$ cat src/rtl/thw_pkg.sv
package thw_pkg;

  // Table size default
  localparam int TASK_SLOTS_DEF = 8;

  // Milliseconds per second for the timeout conversion
  localparam int MS_PER_S = 1000;

  // Command codes
  localparam logic [1:0] CMD_REGISTER  = 2'd0;
  localparam logic [1:0] CMD_HEARTBEAT = 2'd1;
  localparam logic [1:0] CMD_CHECK     = 2'd2;
  localparam logic [1:0] CMD_FEED      = 2'd3;

  // Status codes
  localparam logic [2:0] ST_OK       = 3'd0;
  localparam logic [2:0] ST_BADARG   = 3'd1;
  localparam logic [2:0] ST_FULL     = 3'd2;
  localparam logic [2:0] ST_NOTFOUND = 3'd3;
  localparam logic [2:0] ST_TIMEOUT  = 3'd4;

  // Register indexes
  localparam logic [1:0] REG_MON_EN  = 2'd0;
  localparam logic [1:0] REG_TPS     = 2'd1;
  localparam logic [1:0] REG_MIN_TMO = 2'd2;
  localparam logic [1:0] REG_MAX_TMO = 2'd3;

  // Register reset values
  localparam logic        MON_EN_RST  = 1'b1;
  localparam logic [13:0] TPS_RST     = 14'd1000;
  localparam logic [15:0] MIN_TMO_RST = 16'd100;
  localparam logic [15:0] MAX_TMO_RST = 16'd60000;

  typedef struct packed {
    logic        mon_en;
    logic [13:0] tps;
    logic [15:0] min_tmo;
    logic [15:0] max_tmo;
  } cfg_t;

  // Controller to datapath
  typedef struct packed {
    logic capture;
    logic scan_en;
    logic apply;
    logic load_out;
  } dp_cmd_t;

  // Datapath to controller
  typedef struct packed {
    logic skip_scan;
    logic scan_last;
    logic out_busy;
  } dp_stat_t;

endpackage

$ cat src/rtl/thw_regs.sv
module thw_regs (
  input  logic          clk,
  input  logic          rst_n,
  input  logic          psel,
  input  logic          penable,
  input  logic          pwrite,
  input  logic [3:0]    paddr,
  input  logic [31:0]   pwdata,
  output logic [31:0]   prdata,
  output logic          pready,
  output thw_pkg::cfg_t cfg
);
  import thw_pkg::*;

  cfg_t       cfg_r;
  logic       wr_en;
  logic [1:0] reg_idx;

  assign pready  = 1'b1;
  assign wr_en   = psel && penable && pwrite;
  assign reg_idx = paddr[3:2];
  assign cfg     = cfg_r;

  // Write the addressed register
  always_ff @(posedge clk) begin
    if (!rst_n) begin
      cfg_r.mon_en  <= MON_EN_RST;
      cfg_r.tps     <= TPS_RST;
      cfg_r.min_tmo <= MIN_TMO_RST;
      cfg_r.max_tmo <= MAX_TMO_RST;
    end else if (wr_en) begin
      unique case (reg_idx)
        REG_MON_EN:  cfg_r.mon_en  <= pwdata[0];
        REG_TPS:     cfg_r.tps     <= pwdata[13:0];
        REG_MIN_TMO: cfg_r.min_tmo <= pwdata[15:0];
        REG_MAX_TMO: cfg_r.max_tmo <= pwdata[15:0];
        default:     cfg_r.mon_en  <= cfg_r.mon_en;
      endcase
    end
  end

  // Read back
  always_comb begin
    unique case (reg_idx)
      REG_MON_EN:  prdata = {31'd0, cfg_r.mon_en};
      REG_TPS:     prdata = {18'd0, cfg_r.tps};
      REG_MIN_TMO: prdata = {16'd0, cfg_r.min_tmo};
      REG_MAX_TMO: prdata = {16'd0, cfg_r.max_tmo};
      default:     prdata = 32'd0;
    endcase
  end

endmodule

$ cat src/rtl/thw_ctrl.sv
module thw_ctrl (
  input  logic              clk,
  input  logic              rst_n,
  input  logic              in_valid,
  output logic              in_stall,
  input  thw_pkg::dp_stat_t stat,
  output thw_pkg::dp_cmd_t  cmd
);
  import thw_pkg::*;

  typedef enum logic [2:0] {
    S_IDLE,
    S_START,
    S_SCAN,
    S_DRAIN,
    S_APPLY,
    S_OUTPUT
  } state_t;

  state_t state_r;
  state_t state_nxt;

  assign in_stall = (state_r != S_IDLE);

  // Next state and datapath commands
  always_comb begin
    state_nxt    = state_r;
    cmd.capture  = 1'b0;
    cmd.scan_en  = 1'b0;
    cmd.apply    = 1'b0;
    cmd.load_out = 1'b0;
    unique case (state_r)
      S_IDLE: begin
        if (in_valid) begin
          cmd.capture = 1'b1;
          state_nxt   = S_START;
        end
      end
      S_START: begin
        state_nxt = stat.skip_scan ? S_APPLY : S_SCAN;
      end
      S_SCAN: begin
        cmd.scan_en = 1'b1;
        if (stat.scan_last) begin
          state_nxt = S_DRAIN;
        end
      end
      S_DRAIN: begin
        state_nxt = S_APPLY;
      end
      S_APPLY: begin
        cmd.apply = 1'b1;
        state_nxt = S_OUTPUT;
      end
      S_OUTPUT: begin
        if (!stat.out_busy) begin
          cmd.load_out = 1'b1;
          state_nxt    = S_IDLE;
        end
      end
      default: state_nxt = S_IDLE;
    endcase
  end

  // Hold state
  always_ff @(posedge clk) begin
    if (!rst_n) begin
      state_r <= S_IDLE;
    end else begin
      state_r <= state_nxt;
    end
  end

`ifndef NO_ASSERTIONS
  a_apply_then_output: assert property (@(posedge clk) disable iff (!rst_n)
    (state_r == S_APPLY) |=> (state_r == S_OUTPUT))
    else $error("apply not followed by output");
  a_capture_idle_only: assert property (@(posedge clk) disable iff (!rst_n)
    cmd.capture |=> (state_r == S_START))
    else $error("capture did not start a transaction");
  a_scan_then_drain: assert property (@(posedge clk) disable iff (!rst_n)
    (cmd.scan_en && stat.scan_last) |=> (state_r == S_DRAIN))
    else $error("scan end did not drain");
`endif

endmodule

$ cat src/rtl/thw_dp.sv
module thw_dp #(
  parameter int TASK_SLOTS = thw_pkg::TASK_SLOTS_DEF
) (
  input  logic              clk,
  input  logic              rst_n,
  input  thw_pkg::dp_cmd_t  cmd,
  output thw_pkg::dp_stat_t stat,
  input  thw_pkg::cfg_t     cfg,
  input  logic [1:0]        in_cmd,
  input  logic [15:0]       in_task_key,
  input  logic [15:0]       in_timeout_ms,
  input  logic [31:0]       in_now_tick,
  output logic              out_valid,
  input  logic              out_stall,
  output logic [2:0]        out_status_code,
  output logic [2:0]        out_slot_index,
  output logic [7:0]        out_late_mask,
  output logic [15:0]       out_last_late_key,
  output logic [3:0]        out_active_count,
  output logic [31:0]       out_feed_count,
  output logic              out_refresh_pulse
);
  import thw_pkg::*;

  localparam int IDX_W = (TASK_SLOTS > 1) ? $clog2(TASK_SLOTS) : 1;
  localparam int CNT_W = $clog2(TASK_SLOTS + 1);
  localparam int PAD_W = (TASK_SLOTS > 8) ? TASK_SLOTS : 8;
  localparam logic [IDX_W-1:0] LAST_IDX = IDX_W'(TASK_SLOTS - 1);

  // Captured transaction
  logic [1:0]  cmd_r;
  logic [15:0] key_r;
  logic [15:0] tmo_r;
  logic [31:0] now_r;

  // Slot table
  logic [15:0] slot_key_r   [TASK_SLOTS];
  logic [15:0] slot_tmo_r   [TASK_SLOTS];
  logic [31:0] slot_stamp_r [TASK_SLOTS];
  logic [TASK_SLOTS-1:0] used_r, used_nxt;
  logic [TASK_SLOTS-1:0] late_r, late_nxt;
  logic [CNT_W-1:0] count_r, count_nxt;
  logic [31:0] feeds_r, feeds_nxt;
  logic [15:0] late_key_r, late_key_nxt;

  // Scan stage
  logic [IDX_W-1:0] idx_r;
  logic [31:0]      s0_elap;
  logic             s1_vld_r;
  logic [IDX_W-1:0] s1_idx_r;
  logic             s1_used_r;
  logic             s1_match_r;
  logic [15:0]      s1_key_r;
  logic [29:0]      s1_prod_r;
  logic [41:0]      s1_elap_r;
  logic             s1_late;

  // Scan results
  logic             found_r;
  logic [IDX_W-1:0] found_idx_r;
  logic             free_r;
  logic [IDX_W-1:0] free_idx_r;
  logic             tflag_r;

  // Command outcome
  logic [2:0]       status;
  logic [IDX_W-1:0] slot;
  logic             wr_new;
  logic             wr_hb;
  logic             feed;
  logic [2:0]       res_status_r;
  logic [IDX_W-1:0] res_slot_r;
  logic             res_pulse_r;

  logic             out_vld_r, out_vld_nxt;
  logic [PAD_W-1:0] late_pad;

  assign stat.skip_scan = (cmd_r == CMD_FEED) || ((cmd_r == CMD_CHECK) && !cfg.mon_en);
  assign stat.scan_last = (idx_r == LAST_IDX);
  assign stat.out_busy  = out_vld_r && out_stall;

  // Capture the transaction
  always_ff @(posedge clk) begin
    if (cmd.capture) begin
      cmd_r <= in_cmd;
      key_r <= in_task_key;
      tmo_r <= in_timeout_ms;
      now_r <= in_now_tick;
    end
  end

  // Read one slot per cycle, form both products
  always_ff @(posedge clk) begin
    if (!rst_n) begin
      idx_r    <= '0;
      s1_vld_r <= 1'b0;
    end else begin
      s1_vld_r <= cmd.scan_en;
      if (cmd.capture) begin
        idx_r <= '0;
      end else if (cmd.scan_en) begin
        idx_r <= stat.scan_last ? '0 : idx_r + 1'b1;
      end
    end
  end

  // Elapsed ticks wrap at 32 bits
  assign s0_elap = now_r - slot_stamp_r[idx_r];

  always_ff @(posedge clk) begin
    if (cmd.scan_en) begin
      s1_idx_r   <= idx_r;
      s1_used_r  <= used_r[idx_r];
      s1_match_r <= used_r[idx_r] && (slot_key_r[idx_r] == key_r);
      s1_key_r   <= slot_key_r[idx_r];
      s1_prod_r  <= 30'(slot_tmo_r[idx_r]) * 30'(cfg.tps);
      s1_elap_r  <= 42'(s0_elap) * 42'(MS_PER_S);
    end
  end

  // Late when floor(tmo*tps/1000) < elapsed, i.e. tmo*tps < elapsed*1000
  assign s1_late = s1_used_r && ({12'd0, s1_prod_r} < s1_elap_r);

  // Collect first match, first free slot and timeout flag
  always_ff @(posedge clk) begin
    if (!rst_n) begin
      found_r <= 1'b0;
      free_r  <= 1'b0;
      tflag_r <= 1'b0;
    end else if (cmd.capture) begin
      found_r <= 1'b0;
      free_r  <= 1'b0;
      tflag_r <= 1'b0;
    end else if (s1_vld_r) begin
      if (s1_match_r && !found_r) begin
        found_r <= 1'b1;
      end
      if (!s1_used_r && !free_r) begin
        free_r <= 1'b1;
      end
      if (s1_late && (cmd_r == CMD_CHECK)) begin
        tflag_r <= 1'b1;
      end
    end
  end

  always_ff @(posedge clk) begin
    if (s1_vld_r && s1_match_r && !found_r) begin
      found_idx_r <= s1_idx_r;
    end
    if (s1_vld_r && !s1_used_r && !free_r) begin
      free_idx_r <= s1_idx_r;
    end
  end

  // Decide the outcome of the command
  always_comb begin
    status = ST_OK;
    slot   = '0;
    wr_new = 1'b0;
    wr_hb  = 1'b0;
    feed   = 1'b0;
    unique case (cmd_r)
      CMD_REGISTER: begin
        if ((tmo_r < cfg.min_tmo) || (tmo_r > cfg.max_tmo) || (key_r == 16'd0) || found_r) begin
          status = ST_BADARG;
        end else if (!free_r) begin
          status = ST_FULL;
        end else begin
          wr_new = 1'b1;
          slot   = free_idx_r;
        end
      end
      CMD_HEARTBEAT: begin
        if (!found_r) begin
          status = ST_NOTFOUND;
        end else begin
          wr_hb = 1'b1;
          slot  = found_idx_r;
        end
      end
      CMD_CHECK: status = tflag_r ? ST_TIMEOUT : ST_OK;
      CMD_FEED:  feed = 1'b1;
      default:   status = ST_OK;
    endcase
  end

  // Update marks, counts and last late key
  always_comb begin
    used_nxt     = used_r;
    late_nxt     = late_r;
    count_nxt    = count_r;
    feeds_nxt    = feeds_r;
    late_key_nxt = late_key_r;
    if (s1_vld_r && s1_late && (cmd_r == CMD_CHECK)) begin
      late_nxt[s1_idx_r] = 1'b1;
      late_key_nxt       = s1_key_r;
    end
    if (cmd.apply) begin
      if (wr_new) begin
        used_nxt[free_idx_r] = 1'b1;
        late_nxt[free_idx_r] = 1'b0;
        count_nxt            = count_r + 1'b1;
      end
      if (wr_hb) begin
        late_nxt[found_idx_r] = 1'b0;
      end
      if (feed) begin
        feeds_nxt = feeds_r + 32'd1;
      end
    end
  end

  always_ff @(posedge clk) begin
    if (!rst_n) begin
      used_r     <= '0;
      late_r     <= '0;
      count_r    <= '0;
      feeds_r    <= '0;
      late_key_r <= '0;
    end else begin
      used_r     <= used_nxt;
      late_r     <= late_nxt;
      count_r    <= count_nxt;
      feeds_r    <= feeds_nxt;
      late_key_r <= late_key_nxt;
    end
  end

  // Write slot contents
  always_ff @(posedge clk) begin
    if (cmd.apply && wr_new) begin
      slot_key_r[free_idx_r]   <= key_r;
      slot_tmo_r[free_idx_r]   <= tmo_r;
      slot_stamp_r[free_idx_r] <= now_r;
    end else if (cmd.apply && wr_hb) begin
      slot_stamp_r[found_idx_r] <= now_r;
    end
  end

  // Hold the outcome for the result
  always_ff @(posedge clk) begin
    if (cmd.apply) begin
      res_status_r <= status;
      res_slot_r   <= slot;
      res_pulse_r  <= feed;
    end
  end

  // Result register
  always_comb begin
    out_vld_nxt = out_vld_r;
    if (cmd.load_out) begin
      out_vld_nxt = 1'b1;
    end else if (out_vld_r && !out_stall) begin
      out_vld_nxt = 1'b0;
    end
  end

  always_ff @(posedge clk) begin
    if (!rst_n) begin
      out_vld_r <= 1'b0;
    end else begin
      out_vld_r <= out_vld_nxt;
    end
  end

  assign late_pad = PAD_W'(late_r);

  always_ff @(posedge clk) begin
    if (cmd.load_out) begin
      out_status_code   <= res_status_r;
      out_slot_index    <= 3'(res_slot_r);
      out_late_mask     <= late_pad[7:0];
      out_last_late_key <= late_key_r;
      out_active_count  <= 4'(count_r);
      out_feed_count    <= feeds_r;
      out_refresh_pulse <= res_pulse_r;
    end
  end

  assign out_valid = out_vld_r;

`ifndef NO_ASSERTIONS
  a_count_matches_used: assert property (@(posedge clk) disable iff (!rst_n)
    count_r == CNT_W'($countones(used_r)))
    else $error("active count differs from used slots");
  a_late_only_used: assert property (@(posedge clk) disable iff (!rst_n)
    (late_r & ~used_r) == '0)
    else $error("late mark on a free slot");
  a_pulse_is_ok: assert property (@(posedge clk) disable iff (!rst_n)
    (out_vld_r && out_refresh_pulse) |-> (out_status_code == ST_OK))
    else $error("refresh pulse with error status");
  a_new_slot_free: assert property (@(posedge clk) disable iff (!rst_n)
    (cmd.apply && wr_new) |-> !used_r[free_idx_r])
    else $error("registration into a used slot");
`endif

endmodule

$ cat src/rtl/task_heartbeat_watchdog_top.sv
// Task heartbeat watchdog: table of task slots with register, heartbeat, check, feed.
// After accept, register, heartbeat and enabled check pass through start, a scan of every
// slot (one table slot read per cycle), drain, apply and output; feed and disabled check skip scan and drain.
// One transaction at a time: in_stall stays high until the result is loaded, which out_stall can hold off.
// Reset (rst_n low, synchronous): slots free, late marks, counts and last late key
// cleared, registers at their defaults; slot key, timeout and stamp left unset.
module task_heartbeat_watchdog_top #(
  parameter int TASK_SLOTS = thw_pkg::TASK_SLOTS_DEF
) (
  input  logic        clk,
  input  logic        rst_n,
  input  logic        in_valid,
  output logic        in_stall,
  input  logic [1:0]  in_cmd,
  input  logic [15:0] in_task_key,
  input  logic [15:0] in_timeout_ms,
  input  logic [31:0] in_now_tick,
  output logic        out_valid,
  input  logic        out_stall,
  output logic [2:0]  out_status_code,
  output logic [2:0]  out_slot_index,
  output logic [7:0]  out_late_mask,
  output logic [15:0] out_last_late_key,
  output logic [3:0]  out_active_count,
  output logic [31:0] out_feed_count,
  output logic        out_refresh_pulse,
  input  logic        psel,
  input  logic        penable,
  input  logic        pwrite,
  input  logic [3:0]  paddr,
  input  logic [31:0] pwdata,
  output logic [31:0] prdata,
  output logic        pready
);
  import thw_pkg::*;

  cfg_t     cfg;
  dp_cmd_t  dp_cmd;
  dp_stat_t dp_stat;

  thw_regs u_regs (
    .clk     (clk),
    .rst_n   (rst_n),
    .psel    (psel),
    .penable (penable),
    .pwrite  (pwrite),
    .paddr   (paddr),
    .pwdata  (pwdata),
    .prdata  (prdata),
    .pready  (pready),
    .cfg     (cfg)
  );

  thw_ctrl u_ctrl (
    .clk      (clk),
    .rst_n    (rst_n),
    .in_valid (in_valid),
    .in_stall (in_stall),
    .stat     (dp_stat),
    .cmd      (dp_cmd)
  );

  thw_dp #(
    .TASK_SLOTS (TASK_SLOTS)
  ) u_dp (
    .clk               (clk),
    .rst_n             (rst_n),
    .cmd               (dp_cmd),
    .stat              (dp_stat),
    .cfg               (cfg),
    .in_cmd            (in_cmd),
    .in_task_key       (in_task_key),
    .in_timeout_ms     (in_timeout_ms),
    .in_now_tick       (in_now_tick),
    .out_valid         (out_valid),
    .out_stall         (out_stall),
    .out_status_code   (out_status_code),
    .out_slot_index    (out_slot_index),
    .out_late_mask     (out_late_mask),
    .out_last_late_key (out_last_late_key),
    .out_active_count  (out_active_count),
    .out_feed_count    (out_feed_count),
    .out_refresh_pulse (out_refresh_pulse)
  );

endmodule

$ cat config.mk
export PLATFORM = sky130hd
export DESIGN_NAME = task_heartbeat_watchdog_top
export DESIGN_NICKNAME = d
export VERILOG_FILES = /design/src/rtl/thw_pkg.sv /design/src/rtl/thw_regs.sv /design/src/rtl/thw_ctrl.sv /design/src/rtl/thw_dp.sv /design/src/rtl/task_heartbeat_watchdog_top.sv
export SDC_FILE = /design/constraint.sdc
export NUM_CORES = 2
export LEC_CHECK = 0
export BUFFER_PORTS_ARGS = -buffer_cell sky130_fd_sc_hd__buf_2
export CAP_MARGIN = 15
export CORE_ASPECT_RATIO = 1.2
export CORE_MARGIN = 3
export CORE_UTILIZATION = 58
export CTS_BUF_LIST = sky130_fd_sc_hd__clkbuf_2 sky130_fd_sc_hd__clkbuf_4 sky130_fd_sc_hd__clkbuf_8
export DETAILED_ROUTE_END_ITERATION = 10
export GPL_TIMING_DRIVEN = 0
export PLACE_DENSITY_LB_ADDON = 0.15
export SLEW_MARGIN = 20
export SYNTH_ARGS = -nofsm -noshare
export SYNTH_HDL_FRONTEND = slang
export SYNTH_SLANG_ARGS = --single-unit
$ cat constraint.sdc
create_clock -name clk -period 7.4 [get_ports clk]
set_input_delay 0.37 -clock clk [delete_from_list [all_inputs] [get_ports clk]]
set_output_delay 0.37 -clock clk [all_outputs]
set_load 0.02 [all_outputs]
==> flow_summary.toml <==
[synthesis]
synth-edff-count = 745
yosys-top-cells-area = "edfxtp_1, fa_1, ha_1, mux4_2, dfxtp_1"
synth-seq-area-share_pct = 51.7
async_flop_share_pct = 0
ys_ff_latch = 874
synth_common_cells = "edfxtp_1, inv_1, nand2_1"
synth_area_um2 = 48300
synth_most_common_cell = "edfxtp_1"
synth_top_area_share_pct = 46.3
yosysWarningCount = 0
ys.flop_type = "edfxtp_1"
yosysTopAreaCell = "edfxtp_1"
avgSynthCellArea_um2 = 13.3
netlist_instances = 3636
ys_types = 89

[placed_design]
dp_hpwl_mm = 83.7
portBuffers = 173
place_congestion = 0.917

[timing]
slew_viol_final = 0
clock_skew_ns = 0.0443
layout_setup_ws_ns = -0.417
worst-slew-pin-transition_ns = 0.956
rsz0062_at_grt = "yes"
period_minus_slack_ns = 7.82
slew_headroom_pct = 36.3
fmax_mhz = 128
finalHoldViolations = 0
min_period_over_period_pct = 106
setup_viol = 10

[detailed_routing]
drt-total-wl_mm = 118
ant_nets = 0
initialDrtViolationCount = 2729
vias = 31400
drtPass1Iterations = 5
vias_per_cell = 5.76
wire_per_inst_um = 21.6
drc_errors = 0

[outcome]
violations = "negative setup slack"
status = "finished with violations"

[critical_path]
cp.required_ns = 7.94
arrival_ns = 8.35
crit_path_max_fanout = 6
cp_slowest_cell = "fa_1"
path_class = "flip-flop to flip-flop"
worst_setup_path_start_kind = "flip-flop"
worst_setup_path_end_kind = "flip-flop"
max_stage_delay_ns = 0.53

[floorplanning]
core_um2 = 82300
rows = 115
dieWidth_um = 269
die_y_um = 322
num_io_pins = 211
dieArea_um2 = 86700
initial_core_util_pct = 58.6

[layout]
nets = 4873
area_growth_pct = 19.1
drive_gt1_share_pct = 23.7
fin_util_pct = 69.9

[grt]
grt_max_degree = 55
antenna_found_initial = 6
grt_util_all_layers_pct = 27.0
grt_pass1_vias = 31900
grt_overflow = 0
grt_pass1_wl_mm = 180

[clock_network]
clock_latency_ns = 0.83
clock_sinks = 874
clk_path_buf_depth = 3
numCtsBuffers = 135
htree_num_levels = 4
cts_tree = "done"
path_clk_slew_ns = 0.06
cts_root_buf = "clkbuf_8"

[flow_run]
drv_cap = 0

[worst_hold_path]
hold_path.class = "input port to flip-flop"
-- layout make-up --
| cell class | count | area [um2] |
|---|---|---|
| clock buffer | 185 | 2300 |
| tap | 1111 | 1390 |
| sequential | 874 | 25000 |
| buffer | 139 | 973 |
| clock inverter | 55 | 455 |
| multi-input combinational | 2232 | 22400 |
| inverter | 394 | 1490 |
| fill | 5698 | 24800 |
| antenna | 5 | 12.5 |
| timing repair buffer | 457 | 3480 |
-- cells in the final DEF (no fill, tap or decap), types with 48 or more instances in the layout --
master and n:
edfxtp_1 745, inv_1 385, nand2_1 357, fa_1 267
ha_1 232, buf_2 217, buf_4 161, clkbuf_8 153
mux4_2 131, dfxtp_1 128, a21oi_1 125, nor2_1 103
dlygate4sd3_1 84, o21ai_0 75, and2_1 73, clkbuf_1 59
xor2_1 58, xnor2_1 51, nand3_1 48, mux2i_1 48
-- cells by family after synthesis --
family / after synthesis / share of synthesized area [%]
AOI/OAI and AO/OA: 478 / 6.41
muxes: 217 / 7.99
xor gates and xnor gates: 149 / 3.01
adders and majority gates: 539 / 18.1
and+or+nand+nor: 832 / 8.27
buffers and inverters: 545 / 4.47
DFF: 874 / 51.7
other: 2 / 0.0156
-- critical path: cells and delay by family, from the launching register on --
family                   cells  cell delay, ns
flip-flops                   1            0.36
adder cells (fa/ha/maj)      5            2.18
XOR/XNOR                     2            0.48
AO/OA/AOI/OAI                7            1.53
buffers and inverters        8            1.13
multiplexers                 2            0.69
AND/OR/NAND/NOR              7            1.14
-- path summary, 6_finish.rpt --
check | endpoint | depth (start not counted) | slack [ns] | start
max | u_dp.s1_elap_r[38] | 31 | -0.42 | flip-flop
min | u_regs.cfg[45] | 5 | 0.15 | paddr[3]
max reg2reg | u_dp.s1_elap_r[38] | 31 | -0.42 | flip-flop
min reg2reg | u_dp.out_status_code[2] | 0 | 0.43 | u_dp.res_status_r[2]
-- registers in the layout (all words and copies together) (netlist names), 4 cells and up, named ones only --
register,flops
u_dp.slot_stamp_r,256
u_dp.slot_key_r,128
u_dp.slot_tmo_r,128
u_regs.cfg,47
u_dp.s1_elap_r,39
u_dp.feeds_r,32
u_dp.now_r,32
u_dp.out_feed_count,32
u_dp.s1_prod_r,27
u_dp.key_r,16
u_dp.late_key_r,16
u_dp.out_last_late_key,16
u_dp.s1_key_r,16
u_dp.tmo_r,16
u_dp.late_pad,8
u_dp.out_late_mask,8
u_dp.used_r,8
u_dp.count_r,4
u_dp.out_active_count,4
-- stage by stage --
step	cell area [um2]	hold slack, ns	instances	worst slack, ns	setup TNS, ns
2_1_floorplan	48400	0.400	3651	0.00241	0
3_3_place_gp	50700	0.403	4935	-2.11	-527.55
3_5_place_dp	51500	0.405	5005	-2.18	-53.34
4_1_cts	56300	0.0804	5388	-0.177	-1.20
5_1_grt	57500	0.138	5452	-0.636	-6.38
6_report	57500	0.153	5452	-0.417	-2.26
-- per-layer routing --
metal  vias up  global-route usage (%)  share of wire, %
li1      14200                       -                 -
met1     15800                    36.3                41
met2      1177                    44.1                49
met3       277                    4.57               6.0
met4         2                    11.4               4.2
met5         -                       0             0.011
-- timing repair --
action	4_1_cts	5_1_grt
pin swaps	48	80
hold buffers	84	0
endpoints found under the setup margin	52	37
gates resized for setup	161	152
endpoints found under the hold margin	125	0
buffers inserted	63	66
gates cloned	2	0
Power is not shown: default switching activity piles up to over one toggle a cycle in this logic, so the estimate is an artifact.
